===== src/hw/rtl/assert_macros.svh =====
// Assertion macros shared by the RTL of the triac phase-angle dimmer.
// No dependencies; included by the files that carry assertions.
`ifndef ASSERT_MACROS_SVH
`define ASSERT_MACROS_SVH

// Concurrent property checked on the rising clock edge outside reset.
`define ASSERT_PROP(lbl, clk_s, rstn_s, prop) \
  lbl: assert property (@(posedge clk_s) disable iff (!(rstn_s)) (prop)) \
    else $error("assertion failed");

// Condition that must never be true outside reset.
`define ASSERT_NEVER(lbl, clk_s, rstn_s, cond) \
  lbl: assert property (@(posedge clk_s) disable iff (!(rstn_s)) !(cond)) \
    else $error("forbidden condition seen");

`endif


===== src/hw/rtl/tpad_pkg.sv =====
// Package of the triac phase-angle dimmer: widths, constants, codes and the
// per-channel control struct. No dependencies.
package tpad_pkg;

  localparam int NUM_CHANNELS       = 4;
  localparam int SAMPLES_TO_AVERAGE = 10;

  localparam int DLY_W  = 14;
  localparam int HOLD_W = 10;
  localparam int CNT_W  = 20;
  localparam int SUM_W  = 24;
  localparam int SMP_W  = 4;
  localparam int MODE_W = 2;
  localparam int CH_W   = 2;
  localparam int GATE_W = 4;

  localparam logic [DLY_W-1:0]  LIMIT_50HZ = DLY_W'(9600);
  localparam logic [DLY_W-1:0]  LIMIT_60HZ = DLY_W'(7500);
  localparam int                AVG_THRESHOLD = 9800;
  // The floor average exceeds the threshold exactly when the sum reaches this.
  localparam logic [SUM_W-1:0]  SUM_THRESHOLD =
    SUM_W'((AVG_THRESHOLD + 1) * SAMPLES_TO_AVERAGE);
  localparam logic [DLY_W-1:0]  FIRE_MAX = {DLY_W{1'b1}};
  localparam logic [CNT_W-1:0]  COUNT_MAX = {CNT_W{1'b1}};
  localparam logic [SUM_W-1:0]  SUM_MAX = {SUM_W{1'b1}};

  localparam logic [DLY_W-1:0]  LOW_LIMIT_RST = DLY_W'(500);
  localparam logic [HOLD_W-1:0] HOLD_TIME_RST = HOLD_W'(20);

  localparam logic [MODE_W-1:0] MODE_TICK = 2'd0;
  localparam logic [MODE_W-1:0] MODE_SET  = 2'd1;
  localparam logic [MODE_W-1:0] MODE_ON   = 2'd2;
  localparam logic [MODE_W-1:0] MODE_OFF  = 2'd3;

  localparam int CFG_AW = 3;
  localparam logic REG_LOW_LIMIT = 1'b0;
  localparam logic REG_HOLD_TIME = 1'b1;

  localparam int IN_DATA_W  = 24;
  localparam int OUT_DATA_W = 24;

  typedef struct packed {
    logic              tick;
    logic              run_edge;
    logic              set_dly;
    logic              en_wr;
    logic              en_val;
    logic [DLY_W-1:0]  delay;
    logic [HOLD_W-1:0] hold;
    logic [DLY_W-1:0]  limit;
  } chan_ctrl_t;

endpackage


===== src/hw/rtl/triac_phase_angle_dimmer_unit.sv =====
// Channel     | Direction | Beat contents
// in_         | slave     | tuser: mode; tdata: ac_level, channel, delay_us
// out_        | master    | tdata: gate_lines, calibrated, line_limit
// cfg_        | APB slave | low_limit at 0x0, hold_time at 0x4
//
// Every input beat gives exactly one output beat; one beat per cycle while unstalled.
// Each beat passes an input register, then the state update and result register.
// Synchronous active-low reset; calibration restarts after reset.
// A stalled output holds the result register and, once the input register is full,
// the input side; the per-channel timers advance only on tick beats.
// Top level of the triac phase-angle dimmer. Depends on tpad_pkg, tpad_channel
// and assert_macros.svh.
`include "assert_macros.svh"

module triac_phase_angle_dimmer_unit (
  input  logic                            clk,
  input  logic                            rst_n,
  input  logic                            in_tvalid,
  output logic                            in_tready,
  // [0] ac_level, [2:1] channel, [16:3] delay_us, rest zero
  input  logic [tpad_pkg::IN_DATA_W-1:0]  in_tdata,
  // [1:0] mode
  input  logic [tpad_pkg::MODE_W-1:0]     in_tuser,
  output logic                            out_tvalid,
  input  logic                            out_tready,
  // [3:0] gate_lines, [4] calibrated, [18:5] line_limit, rest zero
  output logic [tpad_pkg::OUT_DATA_W-1:0] out_tdata,
  input  logic                            cfg_psel,
  input  logic                            cfg_penable,
  input  logic                            cfg_pwrite,
  input  logic [tpad_pkg::CFG_AW-1:0]     cfg_paddr,
  input  logic [31:0]                     cfg_pwdata,
  output logic [31:0]                     cfg_prdata,
  output logic                            cfg_pready
);
  import tpad_pkg::*;

  // Configuration registers.
  logic [DLY_W-1:0]  low_limit_r;
  logic [HOLD_W-1:0] hold_time_r;
  logic              cfg_wr;

  assign cfg_pready = 1'b1;
  assign cfg_wr     = cfg_psel && cfg_penable && cfg_pwrite;
  assign cfg_prdata = (cfg_paddr[2] == REG_HOLD_TIME) ? 32'(hold_time_r) : 32'(low_limit_r);

  always_ff @(posedge clk) begin
    if (!rst_n) begin
      low_limit_r <= LOW_LIMIT_RST;
      hold_time_r <= HOLD_TIME_RST;
    end else if (cfg_wr) begin
      if (cfg_paddr[2] == REG_LOW_LIMIT) begin
        low_limit_r <= cfg_pwdata[DLY_W-1:0];
      end else begin
        hold_time_r <= cfg_pwdata[HOLD_W-1:0];
      end
    end
  end

  // Input register.
  logic              in_valid_r;
  logic [MODE_W-1:0] mode_r;
  logic              level_r;
  logic [CH_W-1:0]   chan_r;
  logic [DLY_W-1:0]  dly_r;
  logic              step;
  logic              in_acc;

  assign step      = in_valid_r && (!out_tvalid || out_tready);
  assign in_tready = !in_valid_r || step;
  assign in_acc    = in_tvalid && in_tready;

  always_ff @(posedge clk) begin
    if (!rst_n) begin
      in_valid_r <= 1'b0;
    end else if (in_acc) begin
      in_valid_r <= 1'b1;
    end else if (step) begin
      in_valid_r <= 1'b0;
    end
  end

  always_ff @(posedge clk) begin
    if (in_acc) begin
      mode_r  <= in_tuser;
      level_r <= in_tdata[0];
      chan_r  <= in_tdata[2:1];
      dly_r   <= in_tdata[16:3];
    end
  end

  // Line measurement and zero-cross detection.
  logic              prev_level_r, prev_level_nxt;
  logic              calibrating_r, calibrating_nxt;
  logic              first_seen_r, first_seen_nxt;
  logic [CNT_W-1:0]  icount_r, icount_nxt, icount_inc;
  logic [SUM_W-1:0]  isum_r, isum_nxt, isum_add;
  logic [SUM_W:0]    isum_ext;
  logic [SMP_W-1:0]  samples_r, samples_nxt;
  logic [DLY_W-1:0]  high_limit_r, high_limit_nxt;
  logic              is_tick;
  logic              zc_edge;

  assign is_tick    = (mode_r == MODE_TICK);
  assign zc_edge    = prev_level_r && !level_r;
  assign icount_inc = (icount_r < COUNT_MAX) ? icount_r + CNT_W'(1) : icount_r;
  assign isum_ext   = {1'b0, isum_r} + (SUM_W+1)'(icount_inc);
  assign isum_add   = isum_ext[SUM_W] ? SUM_MAX : isum_ext[SUM_W-1:0];

  always_comb begin
    prev_level_nxt  = prev_level_r;
    calibrating_nxt = calibrating_r;
    first_seen_nxt  = first_seen_r;
    icount_nxt      = icount_r;
    isum_nxt        = isum_r;
    samples_nxt     = samples_r;
    high_limit_nxt  = high_limit_r;
    if (is_tick) begin
      prev_level_nxt = level_r;
      if (calibrating_r) begin
        icount_nxt = icount_inc;
        if (zc_edge) begin
          icount_nxt = '0;
          if (!first_seen_r) begin
            first_seen_nxt = 1'b1;
          end else if (samples_r < SMP_W'(SAMPLES_TO_AVERAGE)) begin
            isum_nxt    = isum_add;
            samples_nxt = samples_r + SMP_W'(1);
            if (samples_nxt >= SMP_W'(SAMPLES_TO_AVERAGE)) begin
              high_limit_nxt  = (isum_add >= SUM_THRESHOLD) ? LIMIT_50HZ : LIMIT_60HZ;
              calibrating_nxt = 1'b0;
            end
          end
        end
      end
    end
  end

  always_ff @(posedge clk) begin
    if (!rst_n) begin
      prev_level_r  <= 1'b1;
      calibrating_r <= 1'b1;
      first_seen_r  <= 1'b0;
      icount_r      <= '0;
      isum_r        <= '0;
      samples_r     <= '0;
      high_limit_r  <= LIMIT_50HZ;
    end else if (step) begin
      prev_level_r  <= prev_level_nxt;
      calibrating_r <= calibrating_nxt;
      first_seen_r  <= first_seen_nxt;
      icount_r      <= icount_nxt;
      isum_r        <= isum_nxt;
      samples_r     <= samples_nxt;
      high_limit_r  <= high_limit_nxt;
    end
  end

  // Delay clamp: upper limit first, then the lower limit wins.
  logic [DLY_W-1:0] dly_hi, dly_clamped;

  assign dly_hi      = (dly_r > high_limit_r) ? high_limit_r : dly_r;
  assign dly_clamped = (dly_hi < low_limit_r) ? low_limit_r : dly_hi;

  // Channels.
  logic [NUM_CHANNELS-1:0] active_nxt;

  for (genvar c = 0; c < NUM_CHANNELS; c++) begin : g_chan
    chan_ctrl_t ctrl;
    logic       hit;

    assign hit = !is_tick && (chan_r == CH_W'(c));

    always_comb begin
      ctrl.tick     = is_tick;
      ctrl.run_edge = zc_edge && !calibrating_r;
      ctrl.set_dly  = hit && (mode_r == MODE_SET);
      ctrl.en_wr    = hit && ((mode_r == MODE_ON) || (mode_r == MODE_OFF));
      ctrl.en_val   = (mode_r == MODE_ON);
      ctrl.delay    = dly_clamped;
      ctrl.hold     = hold_time_r;
      ctrl.limit    = high_limit_r;
    end

    tpad_channel u_chan (
      .clk        (clk),
      .rst_n      (rst_n),
      .step       (step),
      .ctrl       (ctrl),
      .active_nxt (active_nxt[c])
    );
  end

  // Result register.
  logic [GATE_W-1:0] gates_nxt;

  assign gates_nxt = GATE_W'(active_nxt);

  always_ff @(posedge clk) begin
    if (!rst_n) begin
      out_tvalid <= 1'b0;
    end else if (step) begin
      out_tvalid <= 1'b1;
    end else if (out_tready) begin
      out_tvalid <= 1'b0;
    end
  end

  always_ff @(posedge clk) begin
    if (step) begin
      out_tdata <= OUT_DATA_W'({high_limit_nxt, !calibrating_nxt, gates_nxt});
    end
  end

  `ASSERT_PROP(a_calib_done_sticky, clk, rst_n, !calibrating_r |=> !calibrating_r)
  `ASSERT_PROP(a_limit_legal, clk, rst_n,
    (high_limit_r == LIMIT_50HZ) || (high_limit_r == LIMIT_60HZ))
  `ASSERT_NEVER(a_limit_only_after_calib, clk, rst_n,
    (high_limit_r != LIMIT_50HZ) && calibrating_r)

endmodule


===== src/hw/rtl/tpad_channel.sv =====
// One gate channel of the dimmer: delay setting, enable, firing timer and pulse.
// Depends on tpad_pkg.
module tpad_channel (
  input  logic               clk,
  input  logic               rst_n,
  input  logic               step,
  input  tpad_pkg::chan_ctrl_t ctrl,
  output logic               active_nxt
);
  import tpad_pkg::*;

  logic [DLY_W-1:0]  delay_r, delay_nxt;
  logic              enabled_r, enabled_nxt;
  logic              running_r, running_nxt;
  logic [DLY_W-1:0]  count_r, count_nxt;
  logic [HOLD_W-1:0] pulse_r, pulse_nxt;
  logic [DLY_W-1:0]  count_inc;

  assign count_inc = (count_r < FIRE_MAX) ? count_r + DLY_W'(1) : count_r;

  always_comb begin
    delay_nxt   = delay_r;
    enabled_nxt = enabled_r;
    running_nxt = running_r;
    count_nxt   = count_r;
    pulse_nxt   = pulse_r;
    if (ctrl.tick) begin
      if (pulse_r != '0) begin
        pulse_nxt = pulse_r - HOLD_W'(1);
      end
      if (running_r) begin
        count_nxt = count_inc;
        if (count_inc >= delay_r) begin
          running_nxt = 1'b0;
          pulse_nxt   = ctrl.hold;
        end
      end
      if (ctrl.run_edge) begin
        pulse_nxt = '0;
        if (enabled_r && (delay_r < ctrl.limit)) begin
          running_nxt = 1'b1;
          count_nxt   = '0;
        end
      end
    end
    if (ctrl.set_dly) begin
      delay_nxt = ctrl.delay;
    end
    if (ctrl.en_wr) begin
      enabled_nxt = ctrl.en_val;
      pulse_nxt   = '0;
    end
  end

  assign active_nxt = (pulse_nxt != '0);

  always_ff @(posedge clk) begin
    if (!rst_n) begin
      delay_r   <= '0;
      enabled_r <= 1'b0;
      running_r <= 1'b0;
      count_r   <= '0;
      pulse_r   <= '0;
    end else if (step) begin
      delay_r   <= delay_nxt;
      enabled_r <= enabled_nxt;
      running_r <= running_nxt;
      count_r   <= count_nxt;
      pulse_r   <= pulse_nxt;
    end
  end

endmodule

===== config.mk =====
export PLATFORM = sky130hd
export DESIGN_NAME = triac_phase_angle_dimmer_unit
export DESIGN_NICKNAME = d
export VERILOG_FILES = /design/src/hw/rtl/tpad_pkg.sv /design/src/hw/rtl/triac_phase_angle_dimmer_unit.sv /design/src/hw/rtl/tpad_channel.sv
export VERILOG_INCLUDE_DIRS = /design/src /design/src/hw/rtl
export SDC_FILE = /design/constraint.sdc
export NUM_CORES = 1
export LEC_CHECK = 0
export BUFFER_PORTS_ARGS = -buffer_cell sky130_fd_sc_hd__buf_2
export CAP_MARGIN = 10
export CORE_ASPECT_RATIO = 0.5
export CORE_UTILIZATION = 45
export DETAILED_ROUTE_END_ITERATION = 10
export PLACE_DENSITY_LB_ADDON = 0.08
export SYNTH_ARGS = -nofsm -noshare
export SYNTH_HDL_FRONTEND = slang
export SYNTH_HIERARCHICAL = 1
export SYNTH_SLANG_ARGS = --single-unit

===== constraint.sdc =====
create_clock -name clk -period 12.7 [get_ports clk]
set_clock_uncertainty 0.1 [all_clocks]
set_input_delay 2.54 -clock clk [delete_from_list [all_inputs] [get_ports clk]]
set_output_delay 2.54 -clock clk [all_outputs]
set_load 0.05 [all_outputs]

==> After elaboration in Yosys (flattened, before gate mapping) <==
Cells that the tools add are included.
{ "totals": {"memories": 0, "romBits": 0, "latchBits": 0, "regBits": 289, "ramBits": 0, "elab_cells": 208, "input_bits": 68} }
{ "op_classes": {"mul": 0, "n_mux": 79, "n_reduce_logical": 57, "add_sub_neg": 11, "bitwise_logic": 1, "shift": 0, "div": 0, "eq_ne": 6, "magnitude_cmp": 18} }
{ "ops": {"columns": ["op", "count"], "rows": [
  ["two-way mux 14 bit", 26],
  ["two-way mux 10 bit", 24],
  ["nonzero test 10 bit", 8],
  ["less-than comparator 14 bit", 5],
  ["adder 14 x 1 -> 14 bit (second input constant)", 4],
  ["greater-or-equal comparator 14 bit", 4],
  ["less-than comparator 14 bit (second input constant)", 4],
  ["two-way mux 20 bit", 2],
  ["subtractor 10 x 1 -> 10 bit (second input constant)", 4],
  ["two-way mux 1 bit", 26],
  ["adder 24 x 20 -> 25 bit", 1],
  ["greater-or-equal comparator 24 x 17 -> 1 bit (second input constant)", 1],
  ["two-way mux 24 bit", 1],
  ["logical AND 1 bit", 22],
  ["AND reduction 2 bit", 11],
  ["adder 20 x 1 -> 20 bit (second input constant)", 1],
  ["less-than comparator 20 bit (second input constant)", 1],
  ["greater-than comparator 14 bit", 1],
  ["equality test 2 bit (second input constant)", 4],
  ["logical NOT 1 bit", 6],
  ["AND reduction 6 bit", 1],
  ["adder 4 x 1 -> 4 bit (second input constant)", 1],
  ["equality test 2 x 1 -> 1 bit (second input constant)", 2],
  ["greater-or-equal comparator 4 bit (second input constant)", 1],
  ["other kinds (7)", 11]
]} }

==> Longest topological paths before layout <==
Gate-level depths: netlist of run 1.
{ "depth": {"depth_word": 12, "depth_mapped": 25, "mapped_depth_nobuf": 22} }

==> Cells and area by module <==
Netlist of run 1, hierarchy kept.
{ "modules_own_cells": {"columns": ["mod", "cells_each", "instances", "area_each_um2"], "rows": [
  ["tpad_channel at g_chan[0].u_chan ...", 386, 3, 2966.6],
  ["triac_phase_angle_dimmer_unit", 921, 1, 7716.2],
  ["tpad_channel at g_chan[2].u_chan", 409, 1, 3020.4]
]} }

==> Worst setup path before layout of run 1 <==
OpenSTA, ideal clock, no wires.
{ "synth_path": {"path_kind": "input to output", "startpoint": "input cfg_paddr[2] in the netlist's numbering", "endpoint": "output cfg_prdata[1]", "stages": 3, "t_arrival_ns": 4.004, "path_slack_ns": 6.056, "t_required_ns": 10.060, "path_cell_list": "clkbuf_1 clkbuf_1 o21ai_0"} }
{ "synth_between": {"elab_chain_cells": 1} }
{ "synth_lines": {"columns": ["element", "line", "text"], "rows": [
  ["start, declared", "triac_phase_angle_dimmer_unit.sv:31", "input logic [tpad_pkg::CFG_AW-1:0] cfg_paddr,"],
  ["two-way mux 14 bit", "triac_phase_angle_dimmer_unit.sv:45", "assign cfg_prdata = (cfg_paddr[2] == REG_HOLD_TIME) ? 32'(hold_time_r) : 32'(low_limit_r);"],
  ["end, declared", "triac_phase_angle_dimmer_unit.sv:33", "output logic [31:0] cfg_prdata,"]
]} }
No other way between the ends.

==> Worst setup path after layout of run 1 <==
{ "layout_path": {"startpoint": "input cfg_paddr[2] in the netlist's numbering", "endpoint": "output cfg_prdata[0]"} }
The elaborated chain is that of the path after synthesis.

==> results.md, run 1 <==
Status:
- The run finished with clean final reports.

Synth:
- The fraction of registers with async set/reset is 0.
- The most common flop cell mapped by yosys is dfxtp_1.
- For this run, the register share of the synthesized area comes to 0.314.
- Summed over all instances, the cell type with the most area after synthesis is dfxtp_1.
- Yosys printed 6 warnings.
- Sorting the synthesized cells by how often they occur yields 389 x nand2_1, 251 x dfxtp_1, 250 x a21oi_1, 193 x nor2_1, 168 x inv_1.
- The unique cell type count in the Yosys netlist is 96.
- The number of enable flip-flop cells after synthesis is 38.
- The share of the synthesized area in the top cell type is 0.256.
- The synthesized netlist occupies a cell area of 19600 um^2.
- Yosys attributes the largest share of cell area to dfxtp_1 26%, ha_1 11%, nand2_1 7.4%, a21oi_1 6.4%, edfxtp_1 5.8%.
- The average instance in the mapped netlist occupies 7.89 um^2.
- The most used standard cell by instance count after synthesis is nand2_1.
- Synthesis inferred 289 register bits.
- The cell count after synthesis came out at 2488.

STA:
- The final number of hold-violating endpoints was 0.
- The final period utilization is 0.482.
- Summed over all failing endpoints, the final setup total negative slack is 0 ps.
- The worst hold slack is 364 ps.
- The slew of the pin with the lowest slew margin is 1180 ps.
- Setup repair after global routing left no endpoint under its margin.
- The final critical delay including setup and external delays is 6120 ps.
- Derived from the worst setup path, the maximum achievable clock frequency is 164 MHz.
- The max-slew violation total from the final report is 0.
- In this run the tightest slew margin relative to its limit is 0.207.
- Setup violations remaining at the end of the flow were counted as 0.

Cells and area:
- The layout overhead on the synthesized area is 8.36%.
- The layout cell share with drive strength beyond 1 is 0.0918.
- The final cell area excluding filler cells is 21300 um^2.
- The fill cell total of the finished layout is 4178.
- The post-route core utilization is 0.501.
- The repair_antennas step left the layout with diodes totalling 0.
- The final layout contains 2728 nets.

Global route:
- The largest net degree at the start of global routing is 72.
- The number of global-route vias before repair was 16000.
- The total overflow reported by the global router is 0.
- Across every metal layer, demand over resource in global routing totals 0.245.
- The first global-routing pass estimated 87200 um of wire.
- The number of antenna violations at the first check in global routing was 0.

Place:
- The half-perimeter wire length after detailed placement is 40000 um.
- Routability-driven placement finished with a final weighted congestion of 0.930.
- The instance area at placement is 20300 um^2.
- During placement, the flow inserted port buffers numbering 75.

Routing:
- The first TritonRoute pass finished after 5 iterations.
- Summing over every cut layer, the via total after detailed routing is 17354.
- Dividing the detail-routed wire length by the instance count gives 17.9 um.
- In the routed layout, each cell is associated on average with a via count of 5.61.
- The total length of routed wires is 55300 um.
- For this run, design rule violations remaining after detail routing come to 0.
- After the first detailed-routing iteration, the DRC count stood at 1226.
- In this run the remaining antenna-violating nets after routing total 0.

Floorplanning:
- The initial utilization of the core area, before any placement, comes to 0.462.
- The floorplan step set the die width to 297 um.
- The site row count is 53.
- 127 I/O pins were placed.
- The placeable core area is 42500 um^2.
- The die covers 44500 um^2.
- Measured along the y axis, the die boundary spans 150 um.

Worst setup path:
- The critical path is of the input pin to output pin type.
- In this design, the stage delay of the slowest critical-path cell is 390 ps.
- Walking the worst path, the cells encountered are buf_2, mux2_2, buf_2.
- On the critical path, the stage with the largest delay is an instance of mux2_2.
- The required time at the worst-slack endpoint is 10060 ps.
- In this design, the critical path's most frequently occurring cell is buf_2.
- For the worst setup path, the data arrival time is 3480 ps.
- The sort of element at the end of the critical path is an output pin.
- In this run the worst path has a maximum fanout of 26.
- The kind of launch point of the worst setup path is an input pin.

Power:
- Summed over all cells, the static leakage comes to 8.55 nW.
- In this run the power density over the cells is 102 nW/um^2.
- Across the VDD grid, the largest voltage drop is 0.000101 V.
- The post-layout total power is 2.18 mW.

Clock tree:
- In this run the number of H-tree levels came out at 1.
- After clock tree synthesis, the clock-pin slew on the worst setup and hold paths is 60 ps.
- The buffer type at the clock tree root is clkbuf_16.
- After clock tree synthesis, the repair step resized 0 gates.
- The number of setup buffers added after CTS is 0.
- TritonCTS built the clock tree.
- Buffers inserted during clock tree synthesis total 30.
- The total clock sinks is 289.
- The total of hold buffers inserted after clock tree synthesis is 0.
- The clock passes through at most 3 buffers.
- The clock insertion delay at the later pin of the skew report is 580 ps.

Run:
- The max-cap check violation count is 0.

Worst hold path:
- The type of the worst min-delay path is register to register.
worst max-delay path, delay by kind of cell:
family	cells	cell delay (ps)
muxes	1	390
buffers and inverters	2	540
registers in the layout, indices dropped and copies added, names as in the netlist, 2 cells and up:
register                 count
isum_r                      24
icount_r                    20
low_limit_r                 14
dly_r                       14
g_chan.u_chan/running_r      4
g_chan.u_chan/enabled_r      4
out_tdata                   19
samples_r                    4
hold_time_r                 10
g_chan.u_chan/delay_r       56
chan_r                       2
high_limit_r                14
g_chan.u_chan/pulse_r       40
g_chan.u_chan/count_r       56
mode_r                       2
layout by cell type (no fill, tap or decap), types with 17 or more instances in the layout:
cell type  instances
a211oi_1          17
a21o_1            36
a21oi_1          250
a22o_1            39
a31oi_1           21
and2_1            24
and3_1            19
buf_2             75
buf_4             17
clkbuf_16         31
conb_1            24
dfxtp_1          251
edfxtp_1          38
ha_1             166
inv_1            168
mux2_2            20
mux2i_1           35
nand2_1          389
nand2b_1          17
nand3_1           66
nand4_1           57
nor2_1           191
nor3_1            29
nor4_1            22
o211ai_1          18
o21ai_0          102
o31ai_1           17
xnor2_1           62
xor2_1            24
metal layers:
layer  GRT usage  share of wire  vias up
li1            -              -     8805
met1       0.335           0.48     8132
met2       0.408           0.45      347
met3      0.0351          0.048       70
met4      0.0562          0.020        0
met5           0              0        -
per-stage QoR:
stage,std cells,setup slack (ps)
floorplan,2510,6060
global placement,3038,6600
detailed placement,3038,6590
CTS,3094,6590
global route,3094,6410
finish,3094,6580
cell type report:
class                      count  area [um^2]  area share
inverter                     172          646      0.0303
clock buffer                  32          779      0.0366
timing repair buffer          92          503      0.0236
tap                          577          722      0.0339
sequential                   289         6170       0.290
multi-input combinational   1908        12200       0.575
clock inverter                24          234      0.0110
report_power, final:
| part | switching, mW | internal, mW |
|---|---|---|
| combinational | 0.190 | 0.0958 |
| sequential | 0.0204 | 0.943 |
| clock | 0.403 | 0.526 |
| total | 0.614 | 1.56 |
worst paths after layout:
| path | slack (ps) | startpoint | cells past startpoint | endpoint |
|---|---|---|---|---|
| hold reg to reg | 360 | g_chan[0].u_chan/enabled_r | 2 | g_chan[0].u_chan/enabled_r |
| hold / removal | 360 | g_chan[0].u_chan/enabled_r | 2 | g_chan[0].u_chan/enabled_r |
| setup reg to reg | 6820 | high_limit_r[1] | 16 | g_chan[2].u_chan/delay_r[7] |
| setup / recovery | 6580 | cfg_paddr[2] | 3 | cfg_prdata[0] |
cells by family (layout without fill, tap and decap cells):
family | Yosys count | in the layout | synth area share
XOR/XNOR | 86 | 86 | 0.0384
AO/OA/AOI/OAI | 633 | 633 | 0.206
AND/OR/NAND/NOR | 932 | 932 | 0.228
adder cells (fa/ha/maj) | 167 | 167 | 0.107
multiplexers | 66 | 66 | 0.0364
flip-flops | 289 | 289 | 0.314
buffers and inverters | 313 | 320 | 0.0698
other | 2 | 24 | 0.000382
Power figures use the tool's default switching activity.
==> run 2: changes to the inputs <==
==> constraint.sdc (replaced) <==
create_clock -name clk -period 5.65 [get_ports clk]
set_clock_uncertainty 0.1 [all_clocks]
set_input_delay 1.13 -clock clk [delete_from_list [all_inputs] [get_ports clk]]
set_output_delay 1.13 -clock clk [all_outputs]
set_load 0.05 [all_outputs]
==> results.md, run 2 (same netlist as run 1, synthesis figures left out) <==
STA:
- In this run the tightest slew margin relative to its limit is 0.217.
- The slew of the pin with the lowest slew margin is 1170 ps.
- The worst path needs 5340 ps of the cycle, external delays included.
- The final number of hold-violating endpoints is 0.
- The worst hold slack is 364 ps.
- Setup repair after global routing left no endpoint under its margin.
- Adding up every negative setup slack in the final design gives 0 ps.
- The setup violation total in the final timing report is 0.
- In the finished design, the share of the clock period the worst path needs comes to 0.945.
- The max-slew violation total from the final report is 0.
- The highest achievable clock rate is 187 MHz.

Clock tree:
- Clock tree synthesis found a total of 289 sinks.
- The number of H-tree levels is 1.
- The total of hold buffers inserted after clock tree synthesis is 0.
- The clock insertion delay at the later pin of the skew report is 590 ps.
- The TritonCTS clock tree is done.
- The clock-pin slew on the worst setup and hold paths is 70 ps.
- The root buffer cell chosen for the clock tree is clkbuf_16.
- Post-CTS timing repair inserted 0 buffers for setup.
- The clock passes through at most 3 buffers.
- The number of clock buffers added by TritonCTS is 30.

Worst setup path:
- The critical path buffer and inverter count is 0.
- The most numerous cell type found on the critical path is ha_1.
- For this design, the slowest cell found on the critical path is or4b_2.
- The worst setup path is captured at a register.
- In this run the worst path has a maximum fanout of 9.
- Traced cell by cell, the critical path runs through ha_1, nand2_1, or4_1, nand4_1, or2_2, nor2_1, xor2_1, ha_1, and4_1, o2111ai_1, a21oi_1, or2_1, xnor2_1, or4b_2, o311a_1, and2_1, a21o_1.
- In this design, the stage delay of the slowest critical-path cell is 650 ps.
- The arrival time at the worst endpoint is 5580 ps.
- The kind of cell with the highest combined delay on the critical path is simple AND/OR/NAND/NOR gates.
- STA classifies the critical path startpoint as a register.
- At the worst endpoint, the required time is 5890 ps.
- The critical path in this run is classified as register to register.

Power:
- The clock network fraction of total power is 0.422.
- For this design the static power due to leakage is 8.69 nW.
- The total power density per cell area is 226 nW/um^2.
- Of the total power, combinational logic draws 0.133.
- The post-layout total power is 4.86 mW.
- The worst vdd rail ir drop is 0.000282 V.
- Of the total power, the share spent switching nets is 0.282.
- In this run the power spent charging and discharging nets is 1.37 mW.
- The internal portion of the total power is 3.49 mW.
- The sequential power share is 0.445.

Floorplanning:
- The horizontal die dimension is 297 um.
- In this run the standard cell core region covers 42500 um^2.
- In this run the core area contains 53 standard-cell rows.
- 127 I/O pins were placed.
- The initial core utilization is 0.462.
- The height of the chip is 150 um.
- The overall die area is 44500 um^2.

Worst hold path:
- The type of the worst min-delay path is register to register.

Cells and area:
- The largest registers in the layout are g_chan.u_chan/count_r: 56 flops, g_chan.u_chan/delay_r: 56 flops, g_chan.u_chan/pulse_r: 40 flops.
- The sequential standard cell area is 6170 um^2.
- For this run, the post-layout net count is 2758.
- From synthesis to final layout, the design area changed by 9.39%.
- Summing all multi-input logic gate instances after layout gives 12200 um^2.
- Of the cells placed in the final design, the portion with a size suffix greater than 1 is 0.101.
- In the layout the commonest cells are 389 x nand2_1, 251 x dfxtp_1, 250 x a21oi_1.
- The library cell used most frequently in the layout, excluding fill and tap cells, is nand2_1.
- The count of cells in the finished layout, fillers not included, comes to 3124.
- The layout has 4182 filler cells.
- The number of antenna diodes in the final layout is 0.

Global route:
- The number of antenna violations at the first check in global routing was 0.
- The total overflow reported by the global router is 0.
- The number of global-route vias before repair came to 16294.
- The wire length of the first global-routing pass is 89100 um.
- The global-route usage over all layers is 0.249.
- Entering global routing, the biggest net connects 65 pins.

Run:
- The tool flagged a number of max-cap violations equal to 0.

Routing:
- After detailed routing, the number of remaining DRC violations is 0.
- The detailed router finished its first iteration with 1062 violations.
- The iteration count of the initial detailed-routing pass is 5.
- The count of antenna-violating nets left after detailed routing is 0.
- The mean number of vias per cell is 5.61.
- The total length of routed wires is 56200 um.
- The via count is 17519.
- After detailed routing, the average wire length per cell comes to 18.0 um.

Status:
- The flow ran to the end, and the final reports show no timing, DRC or antenna violations.

Place:
- The placer congestion estimate is 0.915.
- The placed instance count is 3068.
- The half-perimeter wire length after detailed placement is 41000 um.
- The number of input and output port buffers inserted is 75.
run 2: cell count changes in the layout (fill, tap and decap cells not counted), sizes merged:
cell,before,now
clkinvlp,4,1
bufinv,4,2
clkinv,16,9
clkbuf,32,44
buf,92,122
run 2: worst paths after layout:
kind	from	to	slack, ps	depth (start not counted)
worst max-delay path	icount_r[0]	out_tdata[17]	310	17
worst min-delay path	g_chan[0].u_chan/enabled_r	g_chan[0].u_chan/enabled_r	360	2
worst max register to register	icount_r[0]	out_tdata[17]	310	17
worst min register to register	g_chan[0].u_chan/enabled_r	g_chan[0].u_chan/enabled_r	360	2
run 2: routing by layer:
metal | vias to the layer above | GRT usage | part of all wire
met4 | 0 | 0.0472 | 0.016
met5 | - | 0 | 0
li1 | 8845 | - | -
met2 | 302 | 0.421 | 0.46
met1 | 8310 | 0.343 | 0.48
met3 | 62 | 0.0311 | 0.042
run 2: power by group through the flow:
stage	clock, mW	sequential [mW]	combinational (mW)
2_1_floorplan	0	2.22	0.473
3_3_place_gp	0	2.21	0.639
3_5_place_dp	0	2.21	0.641
4_1_cts	2.09	2.16	0.644
5_1_grt	2.19	2.17	0.705
6_report	2.05	2.17	0.647
run 2: tightest hold or removal path, cell delays in order (launching register included):
cell     delay, ps
dfxtp_1        310
nand2_1         50
a21oi_1         50
run 2: layout make-up:
type	instances	area share
clock buffers	44	0.0402
clock inverters	12	0.00565
well taps	577	0.0336
inverters	172	0.0301
flip-flops and latches	289	0.287
repair buffers	122	0.0339
multi-input cells	1908	0.569
run 2: through the flow:
| stage | setup slack (ps) | area (um^2) | utilization |
|---|---|---|---|
| after floorplan | 596 | 19700 | - |
| after global placement | 360 | 20500 | 0.482 |
| after detailed placement | 300 | 20500 | 0.482 |
| after CTS | 267 | 21500 | 0.505 |
| after global routing | 47.2 | 21500 | 0.505 |
| final | 313 | 21500 | 0.505 |
run 2: timing repair:
action | in CTS | in global routing
hold endpoints to repair | 0 | 0
resized for setup | 0 | 1
setup endpoints to repair | 0 | 14
